### src/rtl/core/str_pkg.sv
// Shared types, field widths and lookup tables for the shaped tile rasterizer.
// No dependencies; compiled first.
`default_nettype none

package str_pkg;

   localparam int COORD_W  = 13;   // signed tile origin, raw register width
   localparam int PIX_W    = 12;   // emitted pixel coordinate
   localparam int ADDR_W   = 24;   // frame buffer address
   localparam int COLOR_W  = 32;
   localparam int SHAPE_W  = 4;
   localparam int TURN_W   = 2;
   localparam int WALL_W   = 6;
   localparam int CELLS    = 16;   // 4x4 tile
   localparam int CELL_W   = 4;
   localparam int CSR_IDX_W = 2;
   localparam int QUEUE_DEPTH = 2;

   localparam logic [COLOR_W-1:0] WALL_COLOR = 32'hFFFF_FFFF;

   // wall flag bits
   localparam int WALL_WEST  = 0;
   localparam int WALL_NORTH = 1;
   localparam int WALL_EAST  = 2;
   localparam int WALL_SOUTH = 3;
   localparam int WALL_NESW  = 4;
   localparam int WALL_NWSE  = 5;

   typedef enum logic [CSR_IDX_W-1:0] {
      CSR_COL_LIMIT   = 2'd0,
      CSR_ROW_LIMIT   = 2'd1,
      CSR_ROW_STRIDE  = 2'd2
   } csr_index_type;

   // rotation permutation, one row per quarter turn
   localparam logic [CELL_W-1:0] PERM_TAB [4][CELLS] = '{
      '{ 0,  1,  2,  3,  4,  5,  6,  7,  8,  9, 10, 11, 12, 13, 14, 15},
      '{12,  8,  4,  0, 13,  9,  5,  1, 14, 10,  6,  2, 15, 11,  7,  3},
      '{15, 14, 13, 12, 11, 10,  9,  8,  7,  6,  5,  4,  3,  2,  1,  0},
      '{ 3,  7, 11, 15,  2,  6, 10, 14,  1,  5,  9, 13,  0,  4,  8, 12}
   };

   // bit k of entry s is cell k of shape s
   localparam logic [CELLS-1:0] SHAPE_TAB [CELLS] = '{
      16'h0000, 16'hFFFF, 16'hF731, 16'h1133, 16'h88CC, 16'hFFEE, 16'hFF77, 16'h3333,
      16'h3100, 16'hCEFF, 16'h113F, 16'hEEC0, 16'hF600, 16'h0000, 16'h0000, 16'h0000
   };

   // live (already capped) configuration
   typedef struct packed {
      logic [COORD_W-1:0] col_limit;
      logic [COORD_W-1:0] row_limit;
      logic [COORD_W-1:0] row_stride;
   } cfg_type;

   // classified tile, handed from front to back
   typedef struct packed {
      logic [COORD_W-1:0] origin_x;
      logic [COORD_W-1:0] origin_y;
      logic [COLOR_W-1:0] back_color;
      logic [COLOR_W-1:0] fore_color;
      logic [CELLS-1:0]   emit_mask;   // cells that produce a pixel
      logic [CELLS-1:0]   wall_mask;   // cells painted white
      logic [CELLS-1:0]   fore_mask;   // cells taking the foreground
   } tile_desc_type;

endpackage

`default_nettype wire

### src/rtl/core/str_channels.sv
// Valid/ready channel interfaces: tile requests, pixel responses, CSR writes.
// Depends on str_pkg.
`default_nettype none

interface str_req_if;
   import str_pkg::*;
   logic                        valid;
   logic                        ready;
   logic signed [COORD_W-1:0]   origin_x;
   logic signed [COORD_W-1:0]   origin_y;
   logic [COLOR_W-1:0]          back_color;
   logic [COLOR_W-1:0]          fore_color;
   logic [SHAPE_W-1:0]          shape_code;
   logic [TURN_W-1:0]           turn;
   logic [WALL_W-1:0]           wall_flags;

   modport source (output valid, origin_x, origin_y, back_color, fore_color,
                   shape_code, turn, wall_flags, input ready);
   modport sink   (input valid, origin_x, origin_y, back_color, fore_color,
                   shape_code, turn, wall_flags, output ready);
endinterface

interface str_rsp_if;
   import str_pkg::*;
   logic                 valid;
   logic                 ready;
   logic [PIX_W-1:0]     pixel_x;
   logic [PIX_W-1:0]     pixel_y;
   logic [ADDR_W-1:0]    pixel_address;
   logic [COLOR_W-1:0]   pixel_color;
   logic                 last_pixel;

   modport source (output valid, pixel_x, pixel_y, pixel_address, pixel_color,
                   last_pixel, input ready);
   modport sink   (input valid, pixel_x, pixel_y, pixel_address, pixel_color,
                   last_pixel, output ready);
endinterface

interface str_csr_if;
   import str_pkg::*;
   logic                   valid;
   logic                   ready;
   logic [CSR_IDX_W-1:0]   index;
   logic [COORD_W-1:0]     data;

   modport source (output valid, index, data, input ready);
   modport sink   (input valid, index, data, output ready);
endinterface

`default_nettype wire

### src/rtl/core/shaped_tile_rasterizer.sv
// Top level of the shaped tile rasterizer: CSR block, classifier, queue, emitter.
// Depends on str_pkg, str_channels, str_front, str_queue and str_back.
`default_nettype none

// Each accepted tile (4x4 cells) turns into zero to sixteen pixel writes on the
// rsp channel, in row-major order, with last_pixel marking the final one. The
// classifier decides every cell of a tile in the cycle of the req transfer, so
// req takes one tile per cycle while the two-entry queue has room; tiles that
// write nothing (both colors zero, fully clipped, or foreground-only with an
// empty mask and no walls) are consumed there and never reach the emitter. The
// emitter puts out one pixel per cycle while the rsp channel is ready; that
// single pixel port sets the sustained rate. The first pixel of a tile passes
// the queue, the current-tile register, the coordinate stage, the stride
// multiply and the output register. Clip width, clip height and row
// stride are written over the csr channel, always ready, and are clamped to
// MAX_DIM when written; change them only while no tile is in flight.
module shaped_tile_rasterizer #(
   parameter int MAX_DIM = 4096
) (
   input  logic     clock,
   input  logic     reset,
   str_req_if.sink  req_chan,
   str_rsp_if.source rsp_chan,
   str_csr_if.sink  csr_chan
);
   import str_pkg::*;

   localparam logic [16:0]        MaxDimW  = 17'(MAX_DIM);
   localparam logic [COORD_W-1:0] CfgReset = (MAX_DIM < 4096) ? COORD_W'(MAX_DIM)
                                                              : COORD_W'(4096);

   cfg_type              cfg_ff, cfg_in;
   logic [COORD_W-1:0]   csr_capped;
   logic                 csr_write;

   logic                 push_valid;
   logic                 push_ready;
   tile_desc_type        push_desc;
   logic                 pop_valid;
   logic                 pop_ready;
   tile_desc_type        pop_desc;

   // CSR block: clamp on write so the datapath only ever sees legal values
   assign csr_chan.ready = 1'b1;
   assign csr_write      = csr_chan.valid && csr_chan.ready;
   assign csr_capped     = ({4'b0, csr_chan.data} > MaxDimW) ? MaxDimW[COORD_W-1:0]
                                                             : csr_chan.data;

   always_comb begin
      cfg_in = cfg_ff;
      if (csr_write) begin
         case (csr_chan.index)
            CSR_COL_LIMIT:   cfg_in.col_limit   = csr_capped;
            CSR_ROW_LIMIT:   cfg_in.row_limit   = csr_capped;
            CSR_ROW_STRIDE:  cfg_in.row_stride  = csr_capped;
            default:         cfg_in = cfg_ff;   // unmapped index, ignored
         endcase
      end
   end

   always_ff @(posedge clock) begin
      if (reset) begin
         cfg_ff.col_limit   <= CfgReset;
         cfg_ff.row_limit   <= CfgReset;
         cfg_ff.row_stride  <= CfgReset;
      end else begin
         cfg_ff <= cfg_in;
      end
   end

   str_front u_front (
      .req_chan   (req_chan),
      .cfg        (cfg_ff),
      .push_valid (push_valid),
      .push_ready (push_ready),
      .push_desc  (push_desc)
   );

   str_queue u_queue (
      .clock      (clock),
      .reset      (reset),
      .push_valid (push_valid),
      .push_ready (push_ready),
      .push_desc  (push_desc),
      .pop_valid  (pop_valid),
      .pop_ready  (pop_ready),
      .pop_desc   (pop_desc)
   );

   str_back u_back (
      .clock      (clock),
      .reset      (reset),
      .cfg        (cfg_ff),
      .pop_valid  (pop_valid),
      .pop_ready  (pop_ready),
      .pop_desc   (pop_desc),
      .rsp_chan   (rsp_chan)
   );

`ifndef SYNTH
   a_cfg_clamped: assert property (@(posedge clock) disable iff (reset)
      {4'b0, cfg_ff.col_limit} <= MaxDimW && {4'b0, cfg_ff.row_stride} <= MaxDimW)
      else $error("configuration above MAX_DIM");

   a_cfg_write_lands: assert property (@(posedge clock) disable iff (reset)
      csr_write && csr_chan.index == CSR_ROW_STRIDE |=> cfg_ff.row_stride == $past(csr_capped))
      else $error("row stride write lost");
`endif

endmodule

`default_nettype wire

### src/rtl/core/str_front.sv
// Tile classifier: shape lookup, walls, fill rules and clipping per cell.
// Depends on str_pkg and str_channels.
`default_nettype none

module str_front (
   str_req_if.sink                 req_chan,
   input  str_pkg::cfg_type        cfg,
   output logic                    push_valid,
   input  logic                    push_ready,
   output str_pkg::tile_desc_type  push_desc
);
   import str_pkg::*;

   logic                 fore_zero;
   logic                 back_zero;
   logic [CELLS-1:0]     emit_mask;
   logic [CELLS-1:0]     wall_mask;
   logic [CELLS-1:0]     fore_mask;
   logic [3:0]           col_ok;
   logic [3:0]           row_ok;
   logic [COORD_W:0]     px [4];
   logic [COORD_W:0]     py [4];

   assign fore_zero = (req_chan.fore_color == '0);
   assign back_zero = (req_chan.back_color == '0);

   // clip test per column and per row; sign bit set means left/above the frame
   always_comb begin
      for (int i = 0; i < 4; i++) begin
         px[i] = {req_chan.origin_x[COORD_W-1], req_chan.origin_x} + (COORD_W+1)'(i);
         py[i] = {req_chan.origin_y[COORD_W-1], req_chan.origin_y} + (COORD_W+1)'(i);
         col_ok[i] = !px[i][COORD_W] && (px[i][COORD_W-1:0] < cfg.col_limit);
         row_ok[i] = !py[i][COORD_W] && (py[i][COORD_W-1:0] < cfg.row_limit);
      end
   end

   always_comb begin
      for (int r = 0; r < 4; r++) begin
         for (int c = 0; c < 4; c++) begin
            logic shape_bit;
            logic wall;
            logic fill;
            shape_bit = SHAPE_TAB[req_chan.shape_code][PERM_TAB[req_chan.turn][4*r+c]];
            wall = (req_chan.wall_flags[WALL_WEST]  && c == 0)
                || (req_chan.wall_flags[WALL_NORTH] && r == 0)
                || (req_chan.wall_flags[WALL_EAST]  && c == 3)
                || (req_chan.wall_flags[WALL_SOUTH] && r == 3)
                || (req_chan.wall_flags[WALL_NESW]  && c == 3 - r)
                || (req_chan.wall_flags[WALL_NWSE]  && c == r);
            fill = fore_zero || !back_zero || shape_bit;
            wall_mask[4*r+c] = wall;
            fore_mask[4*r+c] = shape_bit && !fore_zero;
            // both colors zero suppresses walls as well
            emit_mask[4*r+c] = !(fore_zero && back_zero) && (wall || fill)
                               && col_ok[c] && row_ok[r];
         end
      end
   end

   // tiles with nothing to emit are consumed here and never queued
   assign req_chan.ready = push_ready;
   assign push_valid     = req_chan.valid && (emit_mask != '0);

   assign push_desc.origin_x   = req_chan.origin_x;
   assign push_desc.origin_y   = req_chan.origin_y;
   assign push_desc.back_color = req_chan.back_color;
   assign push_desc.fore_color = req_chan.fore_color;
   assign push_desc.emit_mask  = emit_mask;
   assign push_desc.wall_mask  = wall_mask;
   assign push_desc.fore_mask  = fore_mask;

endmodule

`default_nettype wire

### src/rtl/core/str_queue.sv
// Two-entry descriptor queue between the classifier and the pixel emitter.
// Depends on str_pkg.
`default_nettype none

module str_queue (
   input  logic                    clock,
   input  logic                    reset,
   input  logic                    push_valid,
   output logic                    push_ready,
   input  str_pkg::tile_desc_type  push_desc,
   output logic                    pop_valid,
   input  logic                    pop_ready,
   output str_pkg::tile_desc_type  pop_desc
);
   import str_pkg::*;

   localparam int PtrW = $clog2(QUEUE_DEPTH);

   tile_desc_type            entry_ff [QUEUE_DEPTH];
   logic [PtrW-1:0]          wr_ptr_ff, wr_ptr_in;
   logic [PtrW-1:0]          rd_ptr_ff, rd_ptr_in;
   logic [PtrW:0]            count_ff, count_in;
   logic                     push;
   logic                     pop;

   assign push_ready = (count_ff != (PtrW+1)'(QUEUE_DEPTH));
   assign pop_valid  = (count_ff != '0);
   assign push       = push_valid && push_ready;
   assign pop        = pop_valid && pop_ready;
   assign pop_desc   = entry_ff[rd_ptr_ff];

   always_comb begin
      wr_ptr_in = push ? wr_ptr_ff + 1'b1 : wr_ptr_ff;
      rd_ptr_in = pop ? rd_ptr_ff + 1'b1 : rd_ptr_ff;
      count_in  = count_ff + (PtrW+1)'(push) - (PtrW+1)'(pop);
   end

   always_ff @(posedge clock) begin
      if (reset) begin
         wr_ptr_ff <= '0;
         rd_ptr_ff <= '0;
         count_ff  <= '0;
      end else begin
         wr_ptr_ff <= wr_ptr_in;
         rd_ptr_ff <= rd_ptr_in;
         count_ff  <= count_in;
      end
   end

   always_ff @(posedge clock) begin
      if (push) begin
         entry_ff[wr_ptr_ff] <= push_desc;
      end
   end

`ifndef SYNTH
   a_count_bound: assert property (@(posedge clock) disable iff (reset)
      count_ff <= (PtrW+1)'(QUEUE_DEPTH))
      else $error("queue count out of range");

   a_pop_only_drains: assert property (@(posedge clock) disable iff (reset)
      pop && !push |=> count_ff == $past(count_ff) - 1'b1)
      else $error("queue count did not drop on pop");
`endif

endmodule

`default_nettype wire

### src/rtl/core/str_back.sv
// Pixel emitter: walks a tile's emit mask, one pixel per cycle if not stalled,
// computes the address via a registered multiply, drives the response register.
// Depends on str_pkg and str_channels.
`default_nettype none

module str_back (
   input  logic                    clock,
   input  logic                    reset,
   input  str_pkg::cfg_type        cfg,
   input  logic                    pop_valid,
   output logic                    pop_ready,
   input  str_pkg::tile_desc_type  pop_desc,
   str_rsp_if.source               rsp_chan
);
   import str_pkg::*;

   // current tile
   tile_desc_type        desc_ff;
   logic                 cur_valid_ff, cur_valid_in;
   logic [CELLS-1:0]     left_ff, left_in;
   logic [CELL_W-1:0]    cur_cell;
   logic [CELLS-1:0]     cell_bit;
   logic                 tile_done;
   logic                 advance;
   logic                 load;

   // stage 1: coordinates and color
   logic                 p1_valid_ff, p1_valid_in;
   logic [COORD_W-1:0]   p1_px_ff, p1_py_ff;
   logic [COLOR_W-1:0]   p1_color_ff, color;
   logic                 p1_last_ff;

   // stage 2: row product
   logic                 p2_valid_ff, p2_valid_in;
   logic [COORD_W-1:0]   p2_px_ff, p2_py_ff;
   logic [COLOR_W-1:0]   p2_color_ff;
   logic                 p2_last_ff;
   logic [ADDR_W-1:0]    p2_prod_ff;
   logic [2*COORD_W-1:0] prod;

   // output register
   logic                 out_valid_ff, out_valid_in;
   logic [PIX_W-1:0]     out_x_ff, out_y_ff;
   logic [ADDR_W-1:0]    out_addr_ff;
   logic [COLOR_W-1:0]   out_color_ff;
   logic                 out_last_ff;

   logic                 out_free;
   logic                 p2_free;
   logic                 p1_free;

   assign out_free = !out_valid_ff || rsp_chan.ready;
   assign p2_free  = !p2_valid_ff || out_free;
   assign p1_free  = !p1_valid_ff || p2_free;

   // lowest pending cell first gives row-major order
   always_comb begin
      cur_cell = '0;
      for (int k = CELLS - 1; k >= 0; k--) begin
         if (left_ff[k]) begin
            cur_cell = CELL_W'(k);
         end
      end
   end

   assign cell_bit  = CELLS'(1) << cur_cell;
   assign tile_done = ((left_ff & ~cell_bit) == '0);
   assign advance   = cur_valid_ff && p1_free;
   assign load      = !cur_valid_ff || (advance && tile_done);
   assign pop_ready = load;

   always_comb begin
      if (desc_ff.wall_mask[cur_cell]) begin
         color = WALL_COLOR;
      end else if (desc_ff.fore_mask[cur_cell]) begin
         color = desc_ff.fore_color;
      end else begin
         color = desc_ff.back_color;
      end
   end

   always_comb begin
      cur_valid_in = cur_valid_ff;
      left_in      = left_ff;
      if (advance) begin
         left_in = left_ff & ~cell_bit;
         if (tile_done) begin
            cur_valid_in = 1'b0;
         end
      end
      if (load && pop_valid) begin
         cur_valid_in = 1'b1;
         left_in      = pop_desc.emit_mask;
      end
   end

   assign p1_valid_in  = advance ? 1'b1 : (p2_free ? 1'b0 : p1_valid_ff);
   assign p2_valid_in  = (p1_valid_ff && p2_free) ? 1'b1 : (out_free ? 1'b0 : p2_valid_ff);
   assign out_valid_in = (p2_valid_ff && out_free) ? 1'b1
                       : (rsp_chan.ready ? 1'b0 : out_valid_ff);
   assign prod         = p1_py_ff * cfg.row_stride;

   always_ff @(posedge clock) begin
      if (reset) begin
         cur_valid_ff <= 1'b0;
         left_ff      <= '0;
         p1_valid_ff  <= 1'b0;
         p2_valid_ff  <= 1'b0;
         out_valid_ff <= 1'b0;
      end else begin
         cur_valid_ff <= cur_valid_in;
         left_ff      <= left_in;
         p1_valid_ff  <= p1_valid_in;
         p2_valid_ff  <= p2_valid_in;
         out_valid_ff <= out_valid_in;
      end
   end

   always_ff @(posedge clock) begin
      if (load && pop_valid) begin
         desc_ff <= pop_desc;
      end
      if (advance) begin
         // in-frame coordinates are non-negative, so the low bits suffice
         p1_px_ff    <= desc_ff.origin_x + COORD_W'(cur_cell[1:0]);
         p1_py_ff    <= desc_ff.origin_y + COORD_W'(cur_cell[3:2]);
         p1_color_ff <= color;
         p1_last_ff  <= tile_done;
      end
      if (p1_valid_ff && p2_free) begin
         p2_px_ff    <= p1_px_ff;
         p2_py_ff    <= p1_py_ff;
         p2_color_ff <= p1_color_ff;
         p2_last_ff  <= p1_last_ff;
         p2_prod_ff  <= prod[ADDR_W-1:0];
      end
      if (p2_valid_ff && out_free) begin
         out_x_ff     <= p2_px_ff[PIX_W-1:0];
         out_y_ff     <= p2_py_ff[PIX_W-1:0];
         out_addr_ff  <= p2_prod_ff + ADDR_W'(p2_px_ff);
         out_color_ff <= p2_color_ff;
         out_last_ff  <= p2_last_ff;
      end
   end

   assign rsp_chan.valid         = out_valid_ff;
   assign rsp_chan.pixel_x       = out_x_ff;
   assign rsp_chan.pixel_y       = out_y_ff;
   assign rsp_chan.pixel_address = out_addr_ff;
   assign rsp_chan.pixel_color   = out_color_ff;
   assign rsp_chan.last_pixel    = out_last_ff;

`ifndef SYNTH
   a_tile_has_pixels: assert property (@(posedge clock) disable iff (reset)
      cur_valid_ff |-> left_ff != '0)
      else $error("active tile with empty pixel mask");

   a_p1_holds: assert property (@(posedge clock) disable iff (reset)
      p1_valid_ff && !p2_free |=> p1_valid_ff && $stable(p1_px_ff) && $stable(p1_last_ff))
      else $error("stage 1 lost data under stall");
`endif

endmodule

`default_nettype wire

### src/flat_wrapper.sv
// flat-port wrapper written by rule: the top's interface ports become plain ports
module shaped_tile_rasterizer_flat import str_pkg::*;
#(
   parameter int MAX_DIM = 4096
)
  (clock, reset, req_chan_valid, req_chan_origin_x, req_chan_origin_y, req_chan_back_color, req_chan_fore_color, req_chan_shape_code, req_chan_turn, req_chan_wall_flags, req_chan_ready, rsp_chan_valid, rsp_chan_pixel_x, rsp_chan_pixel_y, rsp_chan_pixel_address, rsp_chan_pixel_color, rsp_chan_last_pixel, rsp_chan_ready, csr_chan_valid, csr_chan_index, csr_chan_data, csr_chan_ready);
  str_req_if req_chan_i ();
  str_rsp_if rsp_chan_i ();
  str_csr_if csr_chan_i ();
  input  logic clock;
  input  logic reset;
  input wire logic [$bits(req_chan_i.valid)-1:0] req_chan_valid;
  input wire logic [$bits(req_chan_i.origin_x)-1:0] req_chan_origin_x;
  input wire logic [$bits(req_chan_i.origin_y)-1:0] req_chan_origin_y;
  input wire logic [$bits(req_chan_i.back_color)-1:0] req_chan_back_color;
  input wire logic [$bits(req_chan_i.fore_color)-1:0] req_chan_fore_color;
  input wire logic [$bits(req_chan_i.shape_code)-1:0] req_chan_shape_code;
  input wire logic [$bits(req_chan_i.turn)-1:0] req_chan_turn;
  input wire logic [$bits(req_chan_i.wall_flags)-1:0] req_chan_wall_flags;
  output wire logic [$bits(req_chan_i.ready)-1:0] req_chan_ready;
  output wire logic [$bits(rsp_chan_i.valid)-1:0] rsp_chan_valid;
  output wire logic [$bits(rsp_chan_i.pixel_x)-1:0] rsp_chan_pixel_x;
  output wire logic [$bits(rsp_chan_i.pixel_y)-1:0] rsp_chan_pixel_y;
  output wire logic [$bits(rsp_chan_i.pixel_address)-1:0] rsp_chan_pixel_address;
  output wire logic [$bits(rsp_chan_i.pixel_color)-1:0] rsp_chan_pixel_color;
  output wire logic [$bits(rsp_chan_i.last_pixel)-1:0] rsp_chan_last_pixel;
  input wire logic [$bits(rsp_chan_i.ready)-1:0] rsp_chan_ready;
  input wire logic [$bits(csr_chan_i.valid)-1:0] csr_chan_valid;
  input wire logic [$bits(csr_chan_i.index)-1:0] csr_chan_index;
  input wire logic [$bits(csr_chan_i.data)-1:0] csr_chan_data;
  output wire logic [$bits(csr_chan_i.ready)-1:0] csr_chan_ready;
  assign req_chan_i.valid = req_chan_valid;
  assign req_chan_i.origin_x = req_chan_origin_x;
  assign req_chan_i.origin_y = req_chan_origin_y;
  assign req_chan_i.back_color = req_chan_back_color;
  assign req_chan_i.fore_color = req_chan_fore_color;
  assign req_chan_i.shape_code = req_chan_shape_code;
  assign req_chan_i.turn = req_chan_turn;
  assign req_chan_i.wall_flags = req_chan_wall_flags;
  assign req_chan_ready = req_chan_i.ready;
  assign rsp_chan_valid = rsp_chan_i.valid;
  assign rsp_chan_pixel_x = rsp_chan_i.pixel_x;
  assign rsp_chan_pixel_y = rsp_chan_i.pixel_y;
  assign rsp_chan_pixel_address = rsp_chan_i.pixel_address;
  assign rsp_chan_pixel_color = rsp_chan_i.pixel_color;
  assign rsp_chan_last_pixel = rsp_chan_i.last_pixel;
  assign rsp_chan_i.ready = rsp_chan_ready;
  assign csr_chan_i.valid = csr_chan_valid;
  assign csr_chan_i.index = csr_chan_index;
  assign csr_chan_i.data = csr_chan_data;
  assign csr_chan_ready = csr_chan_i.ready;
  shaped_tile_rasterizer #(.MAX_DIM(MAX_DIM)) u_core (.clock(clock), .reset(reset), .req_chan(req_chan_i), .rsp_chan(rsp_chan_i), .csr_chan(csr_chan_i));
endmodule
### config.mk
export PLATFORM = sky130hd
export DESIGN_NAME = shaped_tile_rasterizer_flat
export DESIGN_NICKNAME = d
export VERILOG_FILES = /design/src/rtl/core/str_pkg.sv /design/src/rtl/core/str_channels.sv /design/src/rtl/core/shaped_tile_rasterizer.sv /design/src/rtl/core/str_front.sv /design/src/rtl/core/str_queue.sv /design/src/rtl/core/str_back.sv /design/src/flat_wrapper.sv
export SDC_FILE = /design/constraint.sdc
export NUM_CORES = 1
export LEC_CHECK = 0
export BUFFER_PORTS_ARGS = -buffer_cell sky130_fd_sc_hd__buf_2
export CELL_PAD_IN_SITES_DETAIL_PLACEMENT = 1
export CELL_PAD_IN_SITES_GLOBAL_PLACEMENT = 1
export CORE_ASPECT_RATIO = 2
export CORE_UTILIZATION = 45
export CTS_BUF_LIST = sky130_fd_sc_hd__clkbuf_4 sky130_fd_sc_hd__clkbuf_8
export DETAILED_ROUTE_END_ITERATION = 8
export PLACE_DENSITY_LB_ADDON = 0.3
export SLEW_MARGIN = 0
export SYNTH_ARGS = -nofsm -noshare
export SYNTH_HDL_FRONTEND = slang
export SYNTH_HIERARCHICAL = 1
export SYNTH_SLANG_ARGS = --single-unit
### constraint.sdc
create_clock -name clock -period 23.6 [get_ports clock]
set_input_delay 4.72 -clock clock [delete_from_list [all_inputs] [get_ports clock]]
set_output_delay 4.72 -clock clock [all_outputs]
set_load 0.01 [all_outputs]
==> results of run 1 <==
==> cell usage after synthesis, types with 52 or more instances <==
library cell / count
buf_4: 117
nand2b_1: 57
mux2_2: 146
a21oi_1: 57
ha_1: 188
nor2_1: 116
and2_1: 88
dfxtp_1: 64
xnor2_1: 76
inv_1: 201
clkbuf_1: 52
mux2i_1: 96
nand2_1: 206
edfxtp_1: 620
fa_1: 123
==> how the worst max path moves through the flow <==
stage	to	slack, ns	cells past startpoint
finish	u_core/u_queue/entry_ff[1][109]	13.29	17
global route	u_core/u_queue/entry_ff[1][109]	13.04	15
CTS	u_core/u_queue/entry_ff[1][48]	13.48	17
detailed placement	u_core/u_queue/entry_ff[1][73]	12.70	17
global placement	u_core/u_queue/entry_ff[1][72]	12.94	17
floorplan	u_core/u_back/p2_color_ff[0]	12.20	2
==> report_power, final <==
group          switching [mW]  leakage, nW  internal [mW]
logic                    1.03         7.97          0.591
clock network           0.460         1.04          0.477
registers               0.180         6.24           1.78
==> metal layers <==
| layer | up-vias | wire length [microns] | track usage |
|---|---|---|---|
| li1 | 9970 | - | - |
| met1 | 11000 | 33950 | 0.2412 |
| met2 | 500 | 49300 | 0.4230 |
| met3 | 177 | 3082 | 0.03128 |
| met4 | 2 | 3257 | 0.09445 |
| met5 | - | 9 | 0 |
==> critical path, stage by stage <==
cell       delay [ns]
buf_2            0.21
ha_1             0.30
a21oi_1          0.10
nand3b_1         0.32
nor2_1           0.22
xor2_1           0.19
ha_1             0.27
a21o_1           0.21
a22oi_1          0.21
o211ai_1         0.21
a2111oi_4        0.68
o21ai_0          0.26
a21oi_1          0.31
nor4_2           0.09
a41oi_2          0.34
and3_4           1.07
buf_4            0.82
==> cell families after synthesis <==
family                     count (synthesis)  synth area share
AOI/OAI and AO/OA                        284           0.05595
xor gates and xnor gates                 127           0.03065
adders and majority gates                312            0.1329
buffers and inverters                    412           0.05788
DFF                                      684            0.5483
muxes                                    249           0.07550
other                                      1         0.0001033
and+or+nand+nor                          681           0.09867
==> state kept, by name, summed over array words and instances (netlist names), 2 cells and up, named ones only <==
register	cells
u_core/u_back/left_ff	16
u_core/u_back/p2_color_ff	32
u_core/u_back/rsp_chan.pixel_address	24
u_core/u_back/rsp_chan.pixel_x	12
u_core/u_back/p2_prod_ff	24
u_core/u_back/rsp_chan.pixel_y	12
u_core/u_back/p1_py_ff	13
u_core/u_queue/count_ff	2
u_core/u_back/p1_px_ff	13
u_core/u_queue/entry_ff	276
u_core/cfg_ff	39
u_core/u_back/desc_ff	122
u_core/u_back/p2_px_ff	13
u_core/u_back/rsp_chan.pixel_color	32
u_core/u_back/p1_color_ff	32
u_core/u_back/p2_py_ff	12
==> area by class of cell <==
cell class | count | area, sq um | share of cell area
clock inverter | 49 | 385.4 | 0.009776
clock buffer | 127 | 1573 | 0.03990
antenna | 5 | 12.51 | 0.0003174
tap | 1043 | 1305 | 0.03310
timing repair buffer | 219 | 1134 | 0.02876
multi-input combinational | 1654 | 14320 | 0.3632
sequential | 684 | 19900 | 0.5049
inverter | 207 | 792.0 | 0.02009
==> through the flow <==
step                instances  hold slack [ns]
detailed placement       3807           0.4061
finish                   3988           0.4063
floorplan                2750           0.4003
global route             3986           0.4105
CTS                      3983           0.3982
global placement         3807           0.4009
==> flow_summary.yaml, run 1 <==
status:
  status: "complete, no violations"
timing:
  final_max_slew_viol_count: 0
  slew_headroom: 0.1801
  max_freq_mhz: 96.97
  setup_viol: 0
  fin_setup_tns_ns: 0
  worstMarginPinSlew_ns: 1.230
  skew_ns: 0.05197
  setup_ws_ns: 13.29
  period_minus_slack_ns: 10.31
  timing.final.hold_violations: 0
  grt_setup_unrepaired: "no"
  period_share: 0.4370
grt:
  grt_use_total: 0.2220
  grt_pass1_vias: 24170
  grt_max_degree: 93
  grt_pass1_wl_microns: 138200
  antenna_found_initial: 13
  grt_remaining_overflow: 0
final_layout:
  layout.nets: 3292
  final_area_sq_um: 39420
  area_growth_pct: 8.619
  layout_common_cells: "edfxtp_1, nand2_1, buf_2, inv_1, ha_1"
  drive_gt1_frac: 0.2003
  mostFrequentLayoutCell: "edfxtp_1"
  n_fill_cell: 8193
  fin_util: 0.4927
drt:
  num_vias: 21640
  first_pass_iters: 5
  route.detailed.drc: 0
  wl_per_cell_microns: 22.47
  totalWireLength_microns: 89600
  drtAntennaViolNets: 0
  drt-initial-drc-count: 942
  viasPerCell: 5.427
pwr:
  peakVddDrop_mv: 0.2420
  p_per_area_nw_per_um2: 114.7
  leakagePower_nw: 15.25
  totalPowerFinal_mw: 4.521
clock_tree:
  hold_buffers: 0
  cts_root_buffer: "clkbuf_8"
  cts_max_path_buffers: 3
  post-cts-setup-buffer-count: 0
  cts_tree: "done"
  ctsHtreeMaxLevel: 3
  cts_buffers: 93
  path_clk_slew_ns: 0.07
  cts_sinks: 684
  cts_repair_resize_count: 0
  clkLatencyLatePin_ns: 0.75
hold_path:
  holdPathEnd: "u_core/u_back/rsp_chan.last_pixel"
  hp-start: "u_core/u_back/p2_last_ff"
  hp-class: "register to register"
  hold_depth: 0
placed_design:
  place_congestion: 0.9532
  dp_slack_ns: 12.70
  postPlaceCellArea_sq_um: 37450
  numPortBuffers: 204
  post-dp-hpwl_microns: 66730
synthesis:
  ys_ff_latch: 684
  synth_edf_count: 620
  seq_area_frac_synth: 0.5483
  ys_warn_count: 6
  synth_top_area_frac: 0.5130
  synth_cell_type_count: 100
  netlist_top_cells_area: "edfxtp_1, fa_1, ha_1, mux2_2, dfxtp_1"
  syn_area_per_cell_sq_um: 13.20
  ys_async_sr_fraction: 0
  synth_top_cell_by_area: "edfxtp_1"
  synth_nets: 3183
  syn_area_sq_um: 36290
  synthCells: 2750
  ys.flop_type: "edfxtp_1"
floorplan:
  num_io_pins: 206
  rows: 147
  die_area_sq_um: 81860
  dieWidth_microns: 202.8
  initial_core_util: 0.4536
  die_h_microns: 403.6
  core_area_sq_um: 80010
worst_setup_path:
  reg2reg_depth: 19
  worst_ep_required_time_ns: 23.95
  crit_type: "primary input to register"
  crit_path_end_kind: "register"
  r2r-end: "u_core/u_back/p2_prod_ff[22]"
  crit_fanout: 81
  rrSetupSlack_ns: 17.12
  startpoint: "req_chan_origin_y[2]"
  timing.rr.start: "u_core/u_back/p1_py_ff[5]"
  crit_path_start_kind: "primary input"
  critical_path_arrival_ns: 10.66
run:
  max_cap_violations: 0
No activity file was read; power rests on OpenSTA's default activity.
==> run 2: changes to the inputs <==
==> constraint.sdc (replaced) <==
create_clock -name clock -period 9.01 [get_ports clock]
set_input_delay 1.802 -clock clock [delete_from_list [all_inputs] [get_ports clock]]
set_output_delay 1.802 -clock clock [all_outputs]
set_load 0.01 [all_outputs]
==> flow_summary.yaml, run 2 (synthesized netlist as in run 1, its figures left out) <==
status:
  status: "complete, no violations"
pwr:
  internal_power_mw: 7.500
  switching_power_mw: 4.372
  p_clk_frac: 0.211
  p_per_area_nw_per_um2: 300.9
  switching_share: 0.3683
  combinationalPowerShare: 0.360
  seq_power_share: 0.429
  leakagePower_nw: 15.24
  peakVddDrop_mv: 0.6367
placed_design:
  post-dp-hpwl_microns: 66180
  dp_slack_ns: 1.656
  place_congestion: 0.9381
  numPortBuffers: 204
worst_setup_path:
  rrSetupSlack_ns: 2.50
  crit_type: "primary input to register"
  crit_path_start_kind: "primary input"
  r2r-end: "u_core/u_back/p2_prod_ff[22]"
  crit_fanout: 87
  cp_num_buf_inv: 3
  reg2reg_depth: 19
  crit_path_end_kind: "register"
  cp_top_family: "simple AND/OR/NAND/NOR gates"
  cp_cell_sequence: "buf_2 > ha_1 > nand4_1 > nor2_1 > xor2_1 > ha_1 > and2_1 > a221o_1 > o21ai_0 > nand2_2 > nor3_1 > nor3_1 > a41oi_2 > nand3b_1 > inv_6 > buf_12"
  critical_path_arrival_ns: 7.11
  timing.rr.start: "u_core/u_back/p1_py_ff[5]"
  worst_ep_required_time_ns: 9.41
  slowest_delay_ns: 0.76
  worst_path_max_delay_cell: "o21ai_0"
timing:
  period_share: 0.7443
  slew_headroom: 0.2496
  max_freq_mhz: 149.1
  timing.final.hold_violations: 0
  setup_viol: 0
  grt_setup_unrepaired: "no"
  final_max_slew_viol_count: 0
  skew_ns: 0.03051
  setup_ws_ns: 2.304
  worstMarginPinSlew_ns: 1.126
  fin_setup_tns_ns: 0
  period_minus_slack_ns: 6.706
hold_path:
  hp-start: "u_core/u_back/p1_px_ff[2]"
  hold_depth: 0
  holdPathEnd: "u_core/u_back/p2_px_ff[2]"
  hp-class: "register to register"
final_layout:
  n_fill_cell: 8192
  largest_reg_flops: 276
  mostFrequentLayoutCell: "edfxtp_1"
  layout_common_cells: "edfxtp_1, nand2_1, buf_2, inv_1, ha_1"
  top_register: "u_core/u_queue/entry_ff"
  area_growth_pct: 8.715
  reg.largest.list: "u_core/u_queue/entry_ff: 276 flops, u_core/u_back/desc_ff: 122 flops, u_core/cfg_ff: 39 flops"
  drive_gt1_frac: 0.1953
  layout.nets: 3294
drt:
  first_pass_iters: 5
  totalWireLength_microns: 89370
  drt-initial-drc-count: 889
  wl_per_cell_microns: 22.46
  num_vias: 21640
  viasPerCell: 5.437
  route.detailed.drc: 0
  drtAntennaViolNets: 0
clock_tree:
  hold_buffers: 0
  clkLatencyLatePin_ns: 0.76
  cts_tree: "done"
  cts_sinks: 684
  cts_max_path_buffers: 3
  ctsHtreeMaxLevel: 3
  cts_repair_resize_count: 0
  path_clk_slew_ns: 0.07
  cts_buffers: 93
  cts_root_buffer: "clkbuf_8"
  post-cts-setup-buffer-count: 0
grt:
  grt_max_degree: 93
  grt_pass1_wl_microns: 137100
  grt_use_total: 0.2211
  antenna_found_initial: 10
  grt_remaining_overflow: 0
  grt_pass1_vias: 24170
floorplan:
  rows: 147
  die_area_sq_um: 81860
  num_io_pins: 206
  dieWidth_microns: 202.8
  die_h_microns: 403.6
  initial_core_util: 0.4536
  core_area_sq_um: 80010
run:
  max_cap_violations: 0
[run 2: through the flow]
stage	cells	power [mW]	utilization	hold slack [ns]	cell area, sq um
2_1_floorplan	2750	8.163	-	0.4003	36290
6_report	3980	11.87	0.4931	0.4102	39460
3_3_place_gp	3809	9.280	0.4686	0.4009	37490
5_1_grt	3979	12.53	0.4931	0.4180	39450
4_1_cts	3977	12.02	0.4930	0.4029	39450
3_5_place_dp	3809	9.477	0.4686	0.4052	37490
[run 2: how the worst max path moves through the flow]
stage / startpoint / end / slack, ns / cells past startpoint
floorplan: rsp_chan_ready / u_core/u_back/p2_color_ff[0] / 0.52 / 2
global placement: req_chan_origin_y[2] / u_core/u_queue/entry_ff[1][21] / 1.91 / 17
detailed placement: req_chan_origin_y[2] / u_core/u_queue/entry_ff[0][73] / 1.66 / 16
CTS: u_core/u_back/p1_py_ff[5] / u_core/u_back/p2_prod_ff[22] / 2.42 / 19
global route: req_chan_origin_y[2] / u_core/u_queue/entry_ff[0][105] / 2.15 / 18
finish: req_chan_origin_y[2] / u_core/u_queue/entry_ff[0][107] / 2.30 / 16
[run 2: power by group through the flow]
stage               Sequential (mW)  Combinational (mW)  Clock [mW]
finish                         5.09                4.28        2.51
global route                   5.16                4.69        2.69
CTS                            5.10                4.34        2.59
detailed placement             5.16                4.31           0
floorplan                      4.96                3.21           0
global placement               5.11                4.17           0
[run 2: layer usage]
| metal | up-vias | GRT usage | wire [microns] | share of wire |
|---|---|---|---|---|
| li1 | 9961 | - | - | - |
| met1 | 10930 | 0.2394 | 33780 | 0.38 |
| met2 | 544 | 0.4143 | 48240 | 0.54 |
| met3 | 202 | 0.03523 | 3482 | 0.039 |
| met4 | 2 | 0.1045 | 3848 | 0.043 |
| met5 | - | 0 | 17 | 0.00019 |
[run 2: layout make-up]
type | instances | area (sq um) | area share
Sequential cell | 684 | 19900 | 0.5044
Multi-Input combinational cell | 1654 | 14320 | 0.3628
Clock buffer | 118 | 1499 | 0.03799
Tap cell | 1043 | 1305 | 0.03308
Timing Repair Buffer | 221 | 1174 | 0.02975
Inverter | 207 | 792.0 | 0.02007
Clock inverter | 50 | 459.2 | 0.01164
Antenna cell | 3 | 7.507 | 0.0001903
==> run 3: changes to the inputs <==
==> constraint.sdc (replaced) <==
create_clock -name clock -period 5.8 [get_ports clock]
set_input_delay 1.16 -clock clock [delete_from_list [all_inputs] [get_ports clock]]
set_output_delay 1.16 -clock clock [all_outputs]
set_load 0.01 [all_outputs]
==> flow_summary.yaml, run 3 (synthesized netlist as in run 1, its figures left out) <==
final_layout:
  drive_gt1_frac: 0.2382
  reg.largest.list: "u_core/u_queue/entry_ff: 276 flops, u_core/u_back/desc_ff: 122 flops, u_core/cfg_ff: 39 flops"
  n_fill_cell: 8137
  final_area_sq_um: 40650
  area_growth_pct: 12.01
  top_register: "u_core/u_queue/entry_ff"
  layout.nets: 3412
  largest_reg_flops: 276
  layout_common_cells: "edfxtp_1, nand2_1, buf_2, inv_1, ha_1"
  mostFrequentLayoutCell: "edfxtp_1"
clock_tree:
  cts_root_buffer: "clkbuf_8"
  cts_buffers: 90
  cts_max_path_buffers: 3
  ctsHtreeMaxLevel: 3
  cts_sinks: 684
  cts_tree: "done"
  path_clk_slew_ns: 0.06
  clkLatencyLatePin_ns: 0.78
worst_setup_path:
  critical_path_arrival_ns: 6.08
  crit_path_end_kind: "register"
  cp_cell_sequence: "and2_1 > fa_1 > fa_1 > ha_1 > ha_1 > inv_1 > fa_1 > inv_1 > fa_1 > a21oi_1 > o211ai_1 > and3_1 > and4_1 > o311ai_1 > buf_4 > a21oi_1 > a21o_1 > a21oi_2 > xnor2_1"
  cpMostUsedCell: "fa_1"
  cp_top_family: "adder cells"
  worst_ep_required_time_ns: 6.28
  crit_path_start_kind: "register"
  crit_type: "register to register"
  worst_path_max_delay_cell: "edfxtp_1"
  cp_num_buf_inv: 3
  rrSetupSlack_ns: 0.20
  crit_fanout: 10
  slowest_delay_ns: 0.56
drt:
  num_vias: 22080
  totalWireLength_microns: 92430
  route.detailed.drc: 0
  viasPerCell: 5.392
  first_pass_iters: 5
  drtAntennaViolNets: 0
  drt-initial-drc-count: 889
  wl_per_cell_microns: 22.57
timing:
  skew_ns: 0.05106
  period_share: 0.9657
  setup_ws_ns: 0.1992
  timing.final.hold_violations: 0
  period_minus_slack_ns: 5.601
  worstMarginPinSlew_ns: 1.155
  max_freq_mhz: 178.5
  setup_viol: 0
  slew_headroom: 0.2281
  final_max_slew_viol_count: 0
  timing.hold.ws_ns: 0.3994
grt:
  grt_max_degree: 93
  grt_remaining_overflow: 0
  grt_pass1_wl_microns: 140500
  antenna_found_initial: 12
  grt_use_total: 0.2276
  grt_pass1_vias: 24730
floorplan:
  die_area_sq_um: 81860
  initial_core_util: 0.4536
  die_h_microns: 403.6
  rows: 147
  core_area_sq_um: 80010
  num_io_pins: 206
  dieWidth_microns: 202.8
hold_path:
  hp-class: "register to register"
pwr:
  p_per_area_nw_per_um2: 459.2
  peakVddDrop_mv: 0.8555
  leakagePower_nw: 15.88
placed_design:
  postPlaceCellArea_sq_um: 38680
  dp_slack_ns: -0.09790
  place_congestion: 0.8550
  numPortBuffers: 204
  post-dp-hpwl_microns: 71630
run:
  max_cap_violations: 0
status:
  status: "complete, no violations"
run 3: changes by cell type in the layout (fill, tap and decap cells not counted), moves of 6 or more:
cell / delta
ha_1: -6
o21ai_0: -7
dfxtp_1: -7
o21ai_1: +6
buf_4: +99
buf_12: +19
dfxtp_2: +6
run 3: report_power, final:
part	switching (mW)	internal, mW	leakage [nW]	total [mW]
Combinational	4.51	2.70	8.67	7.22
Sequential	0.559	7.23	6.25	7.79
Clock	1.85	1.81	0.961	3.66
run 3: worst reg2reg max path, cell delays in order (launching register included):
cell and delay [ns]:
edfxtp_1 0.56, and2_1 0.25, fa_1 0.52, fa_1 0.49, ha_1 0.32, ha_1 0.28
inv_1 0.05, fa_1 0.53, inv_1 0.07, fa_1 0.47, a21oi_1 0.24, o211ai_1 0.12
and3_1 0.20, and4_1 0.25, o311ai_1 0.29, buf_4 0.16, a21oi_1 0.08, a21o_1 0.20
a21oi_2 0.16, xnor2_1 0.09
run 3: repair_timing:
item / 4_1_cts / 5_1_grt
hold buffers: 0 / 0
resized for setup: 5 / 26
setup buffers: 6 / 4
pin swaps: 1 / 6
setup endpoints to repair: 3 / 4
run 3: path summary, 6_finish.rpt:
path,from,endpoint,cells after the start
hold reg to reg,u_core/u_back/p2_py_ff[1],u_core/u_back/rsp_chan.pixel_y[1],0
setup reg to reg,u_core/u_back/p1_py_ff[2],u_core/u_back/p2_prod_ff[22],19
setup / recovery,u_core/u_back/p1_py_ff[2],u_core/u_back/p2_prod_ff[22],19
hold / removal,u_core/u_back/p2_py_ff[1],u_core/u_back/rsp_chan.pixel_y[1],0
run 3: final cells by class:
class,count,area (sq um),share of cell area
Multi-Input combinational cell,1654,14470,0.3560
Clock inverter,49,367.9,0.009049
Antenna cell,1,2.502,0.00006156
Tap cell,1043,1305,0.03210
Sequential cell,684,19910,0.4899
Clock buffer,116,1453,0.03573
Timing Repair Buffer,342,2331,0.05734
Inverter,207,805.8,0.01982
run 3: metal layers:
layer	up-vias	GRT usage	wire length (microns)
met5	-	0	80
met4	12	0.1185	4379
met3	213	0.02814	3247
met2	500	0.4376	51270
met1	11150	0.2375	33460
li1	10210	-	-
run 3: stage by stage:
step                power [mW]  instances    util  setup TNS [ns]
floorplan                12.67       2750       -          -44.20
global placement         14.74       3920  0.4834               0
detailed placement       15.15       3920  0.4834         -0.1631
CTS                      18.90       4091  0.5068               0
global route             19.68       4096  0.5081        -0.01063
finish                   18.67       4096  0.5081               0
